### config.mk
export PLATFORM = sky130hd
export DESIGN_NAME = granule_even_split
export DESIGN_NICKNAME = d
export VERILOG_FILES = /design/src/rtl/gsplit_pkg.sv /design/src/rtl/gsplit_alu.sv /design/src/rtl/granule_even_split.sv
export SDC_FILE = /design/constraint.sdc
export NUM_CORES = 1
export LEC_CHECK = 0
export ABC_AREA = 1
export ABC_CLOCK_PERIOD_IN_PS = 25400
export BUFFER_PORTS_ARGS = -buffer_cell sky130_fd_sc_hd__buf_2
export CORE_ASPECT_RATIO = 1.75
export CORE_UTILIZATION = 55
export CTS_CLUSTER_DIAMETER = 150
export DETAILED_ROUTE_END_ITERATION = 6
export GPL_TIMING_DRIVEN = 0
export PLACE_DENSITY_LB_ADDON = 0.08
export SETUP_SLACK_MARGIN = 0.1
export SLEW_MARGIN = 20
export SYNTH_ARGS = -nofsm -noshare
export SYNTH_HDL_FRONTEND = slang
export SYNTH_SLANG_ARGS = --single-unit
### constraint.sdc
create_clock -name clk -period 25.4 [get_ports clk]
set_input_delay 0 -clock clk [delete_from_list [all_inputs] [get_ports clk]]
set_output_delay 0 -clock clk [all_outputs]
set_load 0.01 [all_outputs]
### src/rtl/gsplit_pkg.sv
// Shared types and constants for the granule even split block.
// No dependencies; imported by gsplit_alu and granule_even_split.
`timescale 1ns / 1ps

package gsplit_pkg;

    localparam int DATA_W          = 64;
    localparam int COUNT_W         = 7;
    localparam int INDEX_W         = 4;
    localparam int ALU_W           = DATA_W + 1;
    localparam int STEP_W          = $clog2(DATA_W);
    localparam int MAX_DOMAINS_DEF = 16;

    typedef enum logic [1:0] {
        ALU_ADD = 2'b01,
        ALU_SUB = 2'b10
    } alu_op_t;

    typedef struct packed {
        logic             carry;
        logic [ALU_W-1:0] sum;
    } alu_res_t;

endpackage

### src/rtl/gsplit_alu.sv
// Shared 65-bit adder/subtractor used by every arithmetic step of the split.
// Depends on gsplit_pkg.
`timescale 1ns / 1ps

module gsplit_alu
    import gsplit_pkg::*;
(
    input  alu_op_t          op,
    input  logic [ALU_W-1:0] a,
    input  logic [ALU_W-1:0] b,
    output alu_res_t         res
);

    logic [ALU_W:0] total;

    always_comb
    begin
        case (op)
            ALU_ADD:
            begin
                total = {1'b0, a} + {1'b0, b};
            end
            ALU_SUB:
            begin
                // carry set means a >= b
                total = {1'b0, a} + {1'b0, ~b} + {{ALU_W{1'b0}}, 1'b1};
            end
            default:
            begin
                total = '0;
            end
        endcase
        res.carry = total[ALU_W];
        res.sum   = total[ALU_W-1:0];
    end

endmodule

### src/rtl/granule_even_split.sv
// Top level of the granule even split block: sequencer, datapath registers, output word.
// Depends on gsplit_pkg and gsplit_alu.
`timescale 1ns / 1ps

// A request word gives a total size, a domain count and a granule; the block splits the
// total into granule units spread evenly over the domains, the first (units mod domains)
// taking one unit more, and returns one word per domain with its byte size, the final one
// marked last. A bad request (a zero operand, too many domains, a total that is not a
// granule multiple, or fewer units than domains) returns a single error word. All work runs
// on one 65-bit adder/subtractor at one bit per cycle: a division for units = total/granule,
// a check, a division for units/domains, a shift-add for the base size and one add for the
// base size plus one granule; the result words then follow at one word per cycle while the
// sink takes them. A request rejected on its operands goes to the error state, one rejected
// after the first division to it through the check state; the error word is loaded once the
// output register is free. The request side is ready only between requests; the last result
// word may still be waiting when the next request is taken.

module granule_even_split
    import gsplit_pkg::*;
#(
    parameter int MAX_DOMAINS = MAX_DOMAINS_DEF
)
(
    input  logic                clk,
    input  logic                rst_n,
    input  logic                req_valid,
    output logic                req_ready,
    input  logic [DATA_W-1:0]   total_bytes,
    input  logic [COUNT_W-1:0]  domain_total,
    input  logic [DATA_W-1:0]   granule_bytes,
    output logic                res_valid,
    input  logic                res_ready,
    output logic [INDEX_W-1:0]  domain_index,
    output logic [DATA_W-1:0]   domain_bytes,
    output logic                status,
    output logic                last
);

    localparam int IDX_W = $clog2(MAX_DOMAINS + 1);
    localparam logic [STEP_W-1:0] STEP_LAST = STEP_W'(DATA_W - 1);

    typedef enum logic [7:0] {
        ST_IDLE = 8'b0000_0001,
        ST_DIV1 = 8'b0000_0010,
        ST_CHK  = 8'b0000_0100,
        ST_DIV2 = 8'b0000_1000,
        ST_MUL  = 8'b0001_0000,
        ST_ADDG = 8'b0010_0000,
        ST_EMIT = 8'b0100_0000,
        ST_ERR  = 8'b1000_0000
    } state_t;

    state_t              state_reg, state_next;
    logic [STEP_W-1:0]   step_reg, step_next;
    logic [IDX_W-1:0]    idx_reg, idx_next;
    logic                res_valid_reg, res_valid_next;

    logic [DATA_W-1:0]   gran_reg, gran_next;
    logic [IDX_W-1:0]    count_reg, count_next;
    logic [DATA_W-1:0]   dvd_reg, dvd_next;
    logic [DATA_W-1:0]   rem_reg, rem_next;
    logic [DATA_W-1:0]   acc_reg, acc_next;
    logic [DATA_W-1:0]   plus_reg, plus_next;
    logic [INDEX_W-1:0]  out_index_reg, out_index_next;
    logic [DATA_W-1:0]   out_bytes_reg, out_bytes_next;
    logic                out_status_reg, out_status_next;
    logic                out_last_reg, out_last_next;

    alu_op_t             alu_op;
    logic [ALU_W-1:0]    alu_a;
    logic [ALU_W-1:0]    alu_b;
    alu_res_t            alu_res;
    logic [DATA_W-1:0]   divisor;
    logic                bad_operands;
    logic                load_ok;
    logic                last_hit;

    gsplit_alu u_alu
    (
        .op  (alu_op),
        .a   (alu_a),
        .b   (alu_b),
        .res (alu_res)
    );

    assign divisor      = (state_reg == ST_DIV2) ? DATA_W'(count_reg) : gran_reg;
    assign bad_operands = (total_bytes == '0) || (domain_total == '0) ||
                          (granule_bytes == '0) ||
                          (domain_total > COUNT_W'(MAX_DOMAINS));
    assign load_ok      = !res_valid_reg || res_ready;
    assign last_hit     = (IDX_W'(idx_reg + IDX_W'(1)) == count_reg);

    // operand selection for the shared unit
    always_comb
    begin
        case (state_reg)
            ST_DIV1, ST_DIV2:
            begin
                alu_op = ALU_SUB;
                alu_a  = {rem_reg, dvd_reg[DATA_W-1]};
                alu_b  = {1'b0, divisor};
            end
            ST_CHK:
            begin
                alu_op = ALU_SUB;
                alu_a  = {1'b0, dvd_reg};
                alu_b  = ALU_W'(count_reg);
            end
            ST_MUL:
            begin
                alu_op = ALU_ADD;
                alu_a  = {1'b0, acc_reg[DATA_W-2:0], 1'b0};
                alu_b  = {1'b0, dvd_reg[DATA_W-1] ? gran_reg : {DATA_W{1'b0}}};
            end
            ST_ADDG:
            begin
                alu_op = ALU_ADD;
                alu_a  = {1'b0, acc_reg};
                alu_b  = {1'b0, gran_reg};
            end
            default:
            begin
                alu_op = ALU_ADD;
                alu_a  = '0;
                alu_b  = '0;
            end
        endcase
    end

    always_comb
    begin
        state_next      = state_reg;
        step_next       = step_reg;
        idx_next        = idx_reg;
        res_valid_next  = res_valid_reg && !res_ready;
        gran_next       = gran_reg;
        count_next      = count_reg;
        dvd_next        = dvd_reg;
        rem_next        = rem_reg;
        acc_next        = acc_reg;
        plus_next       = plus_reg;
        out_index_next  = out_index_reg;
        out_bytes_next  = out_bytes_reg;
        out_status_next = out_status_reg;
        out_last_next   = out_last_reg;

        case (state_reg)
            ST_IDLE:
            begin
                if (req_valid)
                begin
                    gran_next  = granule_bytes;
                    count_next = IDX_W'(domain_total);
                    dvd_next   = total_bytes;
                    rem_next   = '0;
                    step_next  = '0;
                    state_next = bad_operands ? ST_ERR : ST_DIV1;
                end
            end
            ST_DIV1, ST_DIV2:
            begin
                // restoring division, one quotient bit per cycle
                rem_next  = alu_res.carry ? alu_res.sum[DATA_W-1:0] : alu_a[DATA_W-1:0];
                dvd_next  = {dvd_reg[DATA_W-2:0], alu_res.carry};
                step_next = step_reg + STEP_W'(1);
                if (step_reg == STEP_LAST)
                begin
                    if (state_reg == ST_DIV1)
                    begin
                        state_next = ST_CHK;
                    end
                    else
                    begin
                        acc_next   = '0;
                        state_next = ST_MUL;
                    end
                end
            end
            ST_CHK:
            begin
                if ((rem_reg != '0) || !alu_res.carry)
                begin
                    state_next = ST_ERR;
                end
                else
                begin
                    rem_next   = '0;
                    step_next  = '0;
                    state_next = ST_DIV2;
                end
            end
            ST_MUL:
            begin
                // base share times granule, MSB first
                acc_next  = alu_res.sum[DATA_W-1:0];
                dvd_next  = {dvd_reg[DATA_W-2:0], 1'b0};
                step_next = step_reg + STEP_W'(1);
                if (step_reg == STEP_LAST)
                begin
                    state_next = ST_ADDG;
                end
            end
            ST_ADDG:
            begin
                plus_next  = alu_res.sum[DATA_W-1:0];
                idx_next   = '0;
                state_next = ST_EMIT;
            end
            ST_EMIT:
            begin
                if (load_ok)
                begin
                    res_valid_next  = 1'b1;
                    out_index_next  = INDEX_W'(idx_reg);
                    out_bytes_next  = (idx_reg < rem_reg[IDX_W-1:0]) ? plus_reg : acc_reg;
                    out_status_next = 1'b0;
                    out_last_next   = last_hit;
                    idx_next        = IDX_W'(idx_reg + IDX_W'(1));
                    if (last_hit)
                    begin
                        state_next = ST_IDLE;
                    end
                end
            end
            ST_ERR:
            begin
                if (load_ok)
                begin
                    res_valid_next  = 1'b1;
                    out_index_next  = '0;
                    out_bytes_next  = '0;
                    out_status_next = 1'b1;
                    out_last_next   = 1'b1;
                    state_next      = ST_IDLE;
                end
            end
            default:
            begin
                state_next = ST_IDLE;
            end
        endcase
    end

    always_ff @(posedge clk or negedge rst_n)
    begin
        if (!rst_n)
        begin
            state_reg     <= ST_IDLE;
            step_reg      <= '0;
            idx_reg       <= '0;
            res_valid_reg <= 1'b0;
        end
        else
        begin
            state_reg     <= state_next;
            step_reg      <= step_next;
            idx_reg       <= idx_next;
            res_valid_reg <= res_valid_next;
        end
    end

    always_ff @(posedge clk)
    begin
        gran_reg       <= gran_next;
        count_reg      <= count_next;
        dvd_reg        <= dvd_next;
        rem_reg        <= rem_next;
        acc_reg        <= acc_next;
        plus_reg       <= plus_next;
        out_index_reg  <= out_index_next;
        out_bytes_reg  <= out_bytes_next;
        out_status_reg <= out_status_next;
        out_last_reg   <= out_last_next;
    end

    assign req_ready    = (state_reg == ST_IDLE);
    assign res_valid    = res_valid_reg;
    assign domain_index = out_index_reg;
    assign domain_bytes = out_bytes_reg;
    assign status       = out_status_reg;
    assign last         = out_last_reg;

    // error word is a single, empty, final word
    a_err_word: assert property (@(posedge clk) disable iff (!rst_n)
        (res_valid && status) |-> (last && (domain_bytes == '0) && (domain_index == '0)))
        else $error("error word malformed");

    // emit index stays inside the domain count
    a_emit_range: assert property (@(posedge clk) disable iff (!rst_n)
        (state_reg == ST_EMIT) |-> (idx_reg < count_reg))
        else $error("emit index past domain count");

    // an accepted request keeps the block busy next cycle
    a_busy: assert property (@(posedge clk) disable iff (!rst_n)
        (req_valid && req_ready) |=> !req_ready)
        else $error("request side ready straight after accept");

endmodule
==> summary by stage <==
Die
The die is 173 um wide. The initial core utilization is 0.558. The floorplan has 109 rows. The number of top-level pins is 211. After floorplanning, the core was sized to cover 50600 sq um. The die is 302 um tall. The die area is 52300 sq um.

Timing
The final worst hold slack is 0.151 ns. Setup repair after global routing left no endpoint under its margin. The number of failing hold endpoints at the final stage is 0. The time the final worst path needs with I/O delays and setup is 7.47 ns. The slew at the pin closest to its max-slew limit is 1.24 ns. Setup violations remaining at the end of the flow were counted as 0.

The maximum frequency from static timing analysis is 0.134 GHz. Adding up every negative setup slack in the final design gives 0 ns. Measured against its own limit, the worst slew margin works out to 0.176.

The count of pins over their slew limit is 0. Across all setup checks in the final design, the least slack found is 17.93 ns. For the final database, setup skew stands at 0.0193 ns. In the finished design, the share of the clock period the worst path needs comes to 0.294.

GRT
After global routing the overflow that remains totals 0. The first global-routing pass estimated 177000 um of wire. The initial antenna violation count is 1. The overall track demand over capacity in global routing is 0.469. met2 is the most crowded layer. Entering global routing, the biggest net connects 42 pins. The met1 usage is 0.501.

The met3 global-route usage is 0.0744. The number of global-route vias before repair came to about 29000. In the global route stage, met2 resource usage came out at 0.784.

Worst hold path
The endpoint of the worst hold path is gran_reg[63]. In this run the worst hold path is classified as in2reg. The startpoint identified for the worst hold timing path is granule_bytes[63]. The cell depth of the worst min-delay path is 2.

Finish
The count of nets after finishing is 4374. The number of antenna diodes in the final layout is 0. From synthesis to final layout, the design area changed by 17.3%.

Of the cells placed in the final design, the portion with a size suffix greater than 1 is 0.0855.

Setup path
The endpoint class of the critical path is a flop. The required time at the worst-slack endpoint is 25.81 ns. The worst reg-to-reg setup slack is roughly 18 ns. The type of element launching the critical path is a flop.

The number of cells on the worst reg-to-reg path is 24. The highest fanout seen on the critical path is 10. The beginning of the critical path is state_reg[0].

The category of the most critical setup path is reg2reg. Data arrives at the worst endpoint at 7.87 ns. The endpoint of the most critical register-to-register path is rem_reg[34]. In this run the critical register-to-register path is launched from state_reg[0].

CTS
The number of resized instances in the post-cts repair step is 0. In this run the clock root is driven by a clkbuf_16. After clock tree synthesis, the clock-pin slew on the worst setup and hold paths is 0.07 ns.

The clock buffer count from CTS is 40. CTS built an H-tree with a depth of 2. The clock latency reported for the late side of the worst-skew pair is between 0.5 and 0.6 ns. Counting along the longest clock path gives a buffer depth of 3. The TritonCTS clock tree is built. For this design, the sink count on the clock tree is between 400 and 500.

Placement
The final weighted congestion in routability-driven placement is 1.11. The HPWL after detailed placement is just under 100000 um. The worst setup slack before clock tree synthesis is 18.43 ns.

The quantity of I/O buffers inserted on ports is 210.

Detailed routing
The routed via count is 29000. The post-detailed-route via-to-cell ratio is 6.05. After detailed routing, the number of remaining DRC violations is 0. The first detailed-routing pass took 6 iterations. The final layout contains routed wiring with a total length of 124000 um.

The average wire per standard cell is about 26 um. The detailed router finished its first iteration with between 3000 and 4000 violations. The final antenna-violating net count is 0.

Yosys
The synthesized area is approximately 28000 sq um. Counting flops with a built-in enable in the synthesized netlist gives 395. Each instance of the synthesized netlist takes up on average about 7.6 sq um. The number of warnings printed during yosys synthesis is 0.

The unique cell type count in the Yosys netlist is just under 60. By area the synthesized netlist is led by edfxtp_1 (42%), nand2_1 (11%), inv_1 (7.1%). The biggest area consumer among synthesized cells is edfxtp_1. After synthesis, the share of flip-flops with an asynchronous set or reset is 0.0482.

The cell count after synthesis is around 3700. The synthesized netlist net count is 3970. The fraction of synthesized cell area taken by the top area cell type is 0.420. Counting flops and latches in the post-synthesis netlist gives 415. Among all flip-flop cells after synthesis, the most frequent one is edfxtp_1.

For this run, the register share of the synthesized area comes to 0.438.

Power and ir drop
Dividing total power by cell area gives a power density of 86.6 nW/um^2. The static leakage power is 15.8 nW. The worst vdd rail ir drop is 0.0000679 V. The total power is 2.87 mW.

Outcome
The run finished with clean final reports.

Run
The number of maximum-capacitance constraint violations is 0.
-- placed cells by master (no fill, tap or decap), types with 7 or more instances in the layout --
| cell type | synthesis | layout |
|---|---|---|
| o22ai_1 | 9 | 9 |
| nor3_1 | 26 | 26 |
| nand3_1 | 115 | 115 |
| ha_1 | 133 | 133 |
| inv_2 | 8 | 8 |
| o211ai_1 | 11 | 11 |
| o21ai_1 | 16 | 16 |
| o21bai_1 | 13 | 13 |
| inv_1 | 536 | 535 |
| a211oi_1 | 8 | 8 |
| nand4_1 | 41 | 41 |
| nor4_1 | 64 | 61 |
| nand2_2 | 17 | 17 |
| a22oi_1 | 17 | 17 |
| buf_12 | 0 | 7 |
| a31oi_1 | 19 | 19 |
| or2_2 | 8 | 8 |
| a21oi_1 | 323 | 321 |
| dlygate4sd3_1 | 0 | 139 |
| clkbuf_1 | 100 | 108 |
| clkbuf_16 | 0 | 40 |
| buf_1 | 15 | 14 |
| o2111ai_1 | 26 | 26 |
| xor2_1 | 55 | 55 |
| nand2_1 | 862 | 862 |
| nor2_1 | 510 | 508 |
| xnor2_1 | 7 | 7 |
| o21ai_0 | 238 | 238 |
| buf_2 | 3 | 215 |
| dfrtp_1 | 19 | 19 |
| and2_1 | 8 | 8 |
| edfxtp_1 | 395 | 395 |
| o21a_1 | 21 | 21 |
| o221ai_1 | 11 | 11 |
-- per-layer routing --
metal	routed length, um	part of all wire	up-vias
li1	-	-	13100
met1	40700	0.33	13300
met2	57100	0.46	2075
met3	11700	0.094	566
met4	14400	0.12	0
met5	0	0	-
-- area by class of cell --
class	count	area, sq um
multi-input cells	2610	13400
clock inverters	20	185
well taps	666	833
flip-flops and latches	415	12400
repair buffers	362	2730
fillers	4513	17500
clock buffers	51	1070
inverters	545	2050
plain buffers	126	519
-- worst max-delay path, stage by stage, from the launching register on --
cell and delay, ns:
dfstp_2 0.55, nor2_2 0.06, nand2_4 0.12, inv_2 0.08, nand2_4 0.17, clkinv_1 0.38, clkbuf_1 0.46, nand2_1 0.16
inv_1 0.05, nor4_1 0.80, inv_1 0.17, ha_1 0.32, clkbuf_1 0.31, o21ai_0 0.37, a21oi_1 0.44, inv_1 0.10
nand3_1 0.08, nand3_1 0.37, a21oi_1 0.75, o21ai_1 0.25, xor2_1 0.19, inv_1 0.06, o21ai_0 0.74, nand2_1 0.11
a21oi_1 0.16
-- through the flow --
stage                     instances   util  instance area, sq um
after global routing           4795  0.655                 33100
after detailed placement       4584  0.602                 30500
after CTS                      4795  0.655                 33100
after global placement         4572  0.596                 30100
final                          4795  0.655                 33100
after floorplan                3696      -                 28300
-- synthesized netlist by cell type (all sizes together) (2+ instances only) --
cell,instances
o21ai,254
a31oi,19
xnor2,7
a22o,4
nand3b,3
o211a,2
o22ai,9
buf,26
dfrtp,19
o31ai,2
o21a,21
clkbuf,100
fa,2
nor3,27
a2111oi,2
and2,8
o2111ai,26
inv,544
o211ai,11
a221oi,5
a211oi,8
nand4,41
o21bai,13
o221ai,11
ha,133
a21boi,4
or2,8
a21o,6
a21oi,324
and3,2
nand2,883
a22oi,17
edfxtp,395
nor4,64
xor2,55
nand3,118
nor2,516
-- power by group --
group          switching (mW)  internal (mW)  leakage [nW]  total, mW
clock                   0.279          0.322         0.613      0.601
combinational           0.940          0.317          11.4       1.26
sequential             0.0792          0.932          3.84       1.01
total                    1.30           1.57          15.8       2.87
-- logic make-up after synthesis --
group           count (synthesis)  share of synthesized area
simple gates                 1670                      0.244
fa+ha+maj                     135                     0.0603
xor+xnor                       62                     0.0192
buf+inv                       671                     0.0907
compound gates                743                      0.148
flops                         415                      0.438
-- what timing repair did --
| action | 4_1_cts | 5_1_grt |
|---|---|---|
| setup buffers | 0 | 0 |
| endpoints found under the hold margin | 169 | 0 |
| hold buffers | 140 | 0 |
| endpoints found under the setup margin | 0 | 0 |
-- worst max-delay path by stage --
| stage | slack [ns] | endpoint | depth (start not counted) |
|---|---|---|---|
| 6_report | 17.93 | rem_reg[34] | 24 |
| 3_3_place_gp | 13.37 | rem_reg[57] | 17 |
| 2_1_floorplan | 17.07 | rem_reg[0] | 6 |
| 5_1_grt | 18.00 | rem_reg[34] | 24 |
| 4_1_cts | 18.44 | rem_reg[50] | 27 |
| 3_5_place_dp | 18.43 | rem_reg[50] | 27 |
No activity file was read; power rests on OpenSTA's default activity.
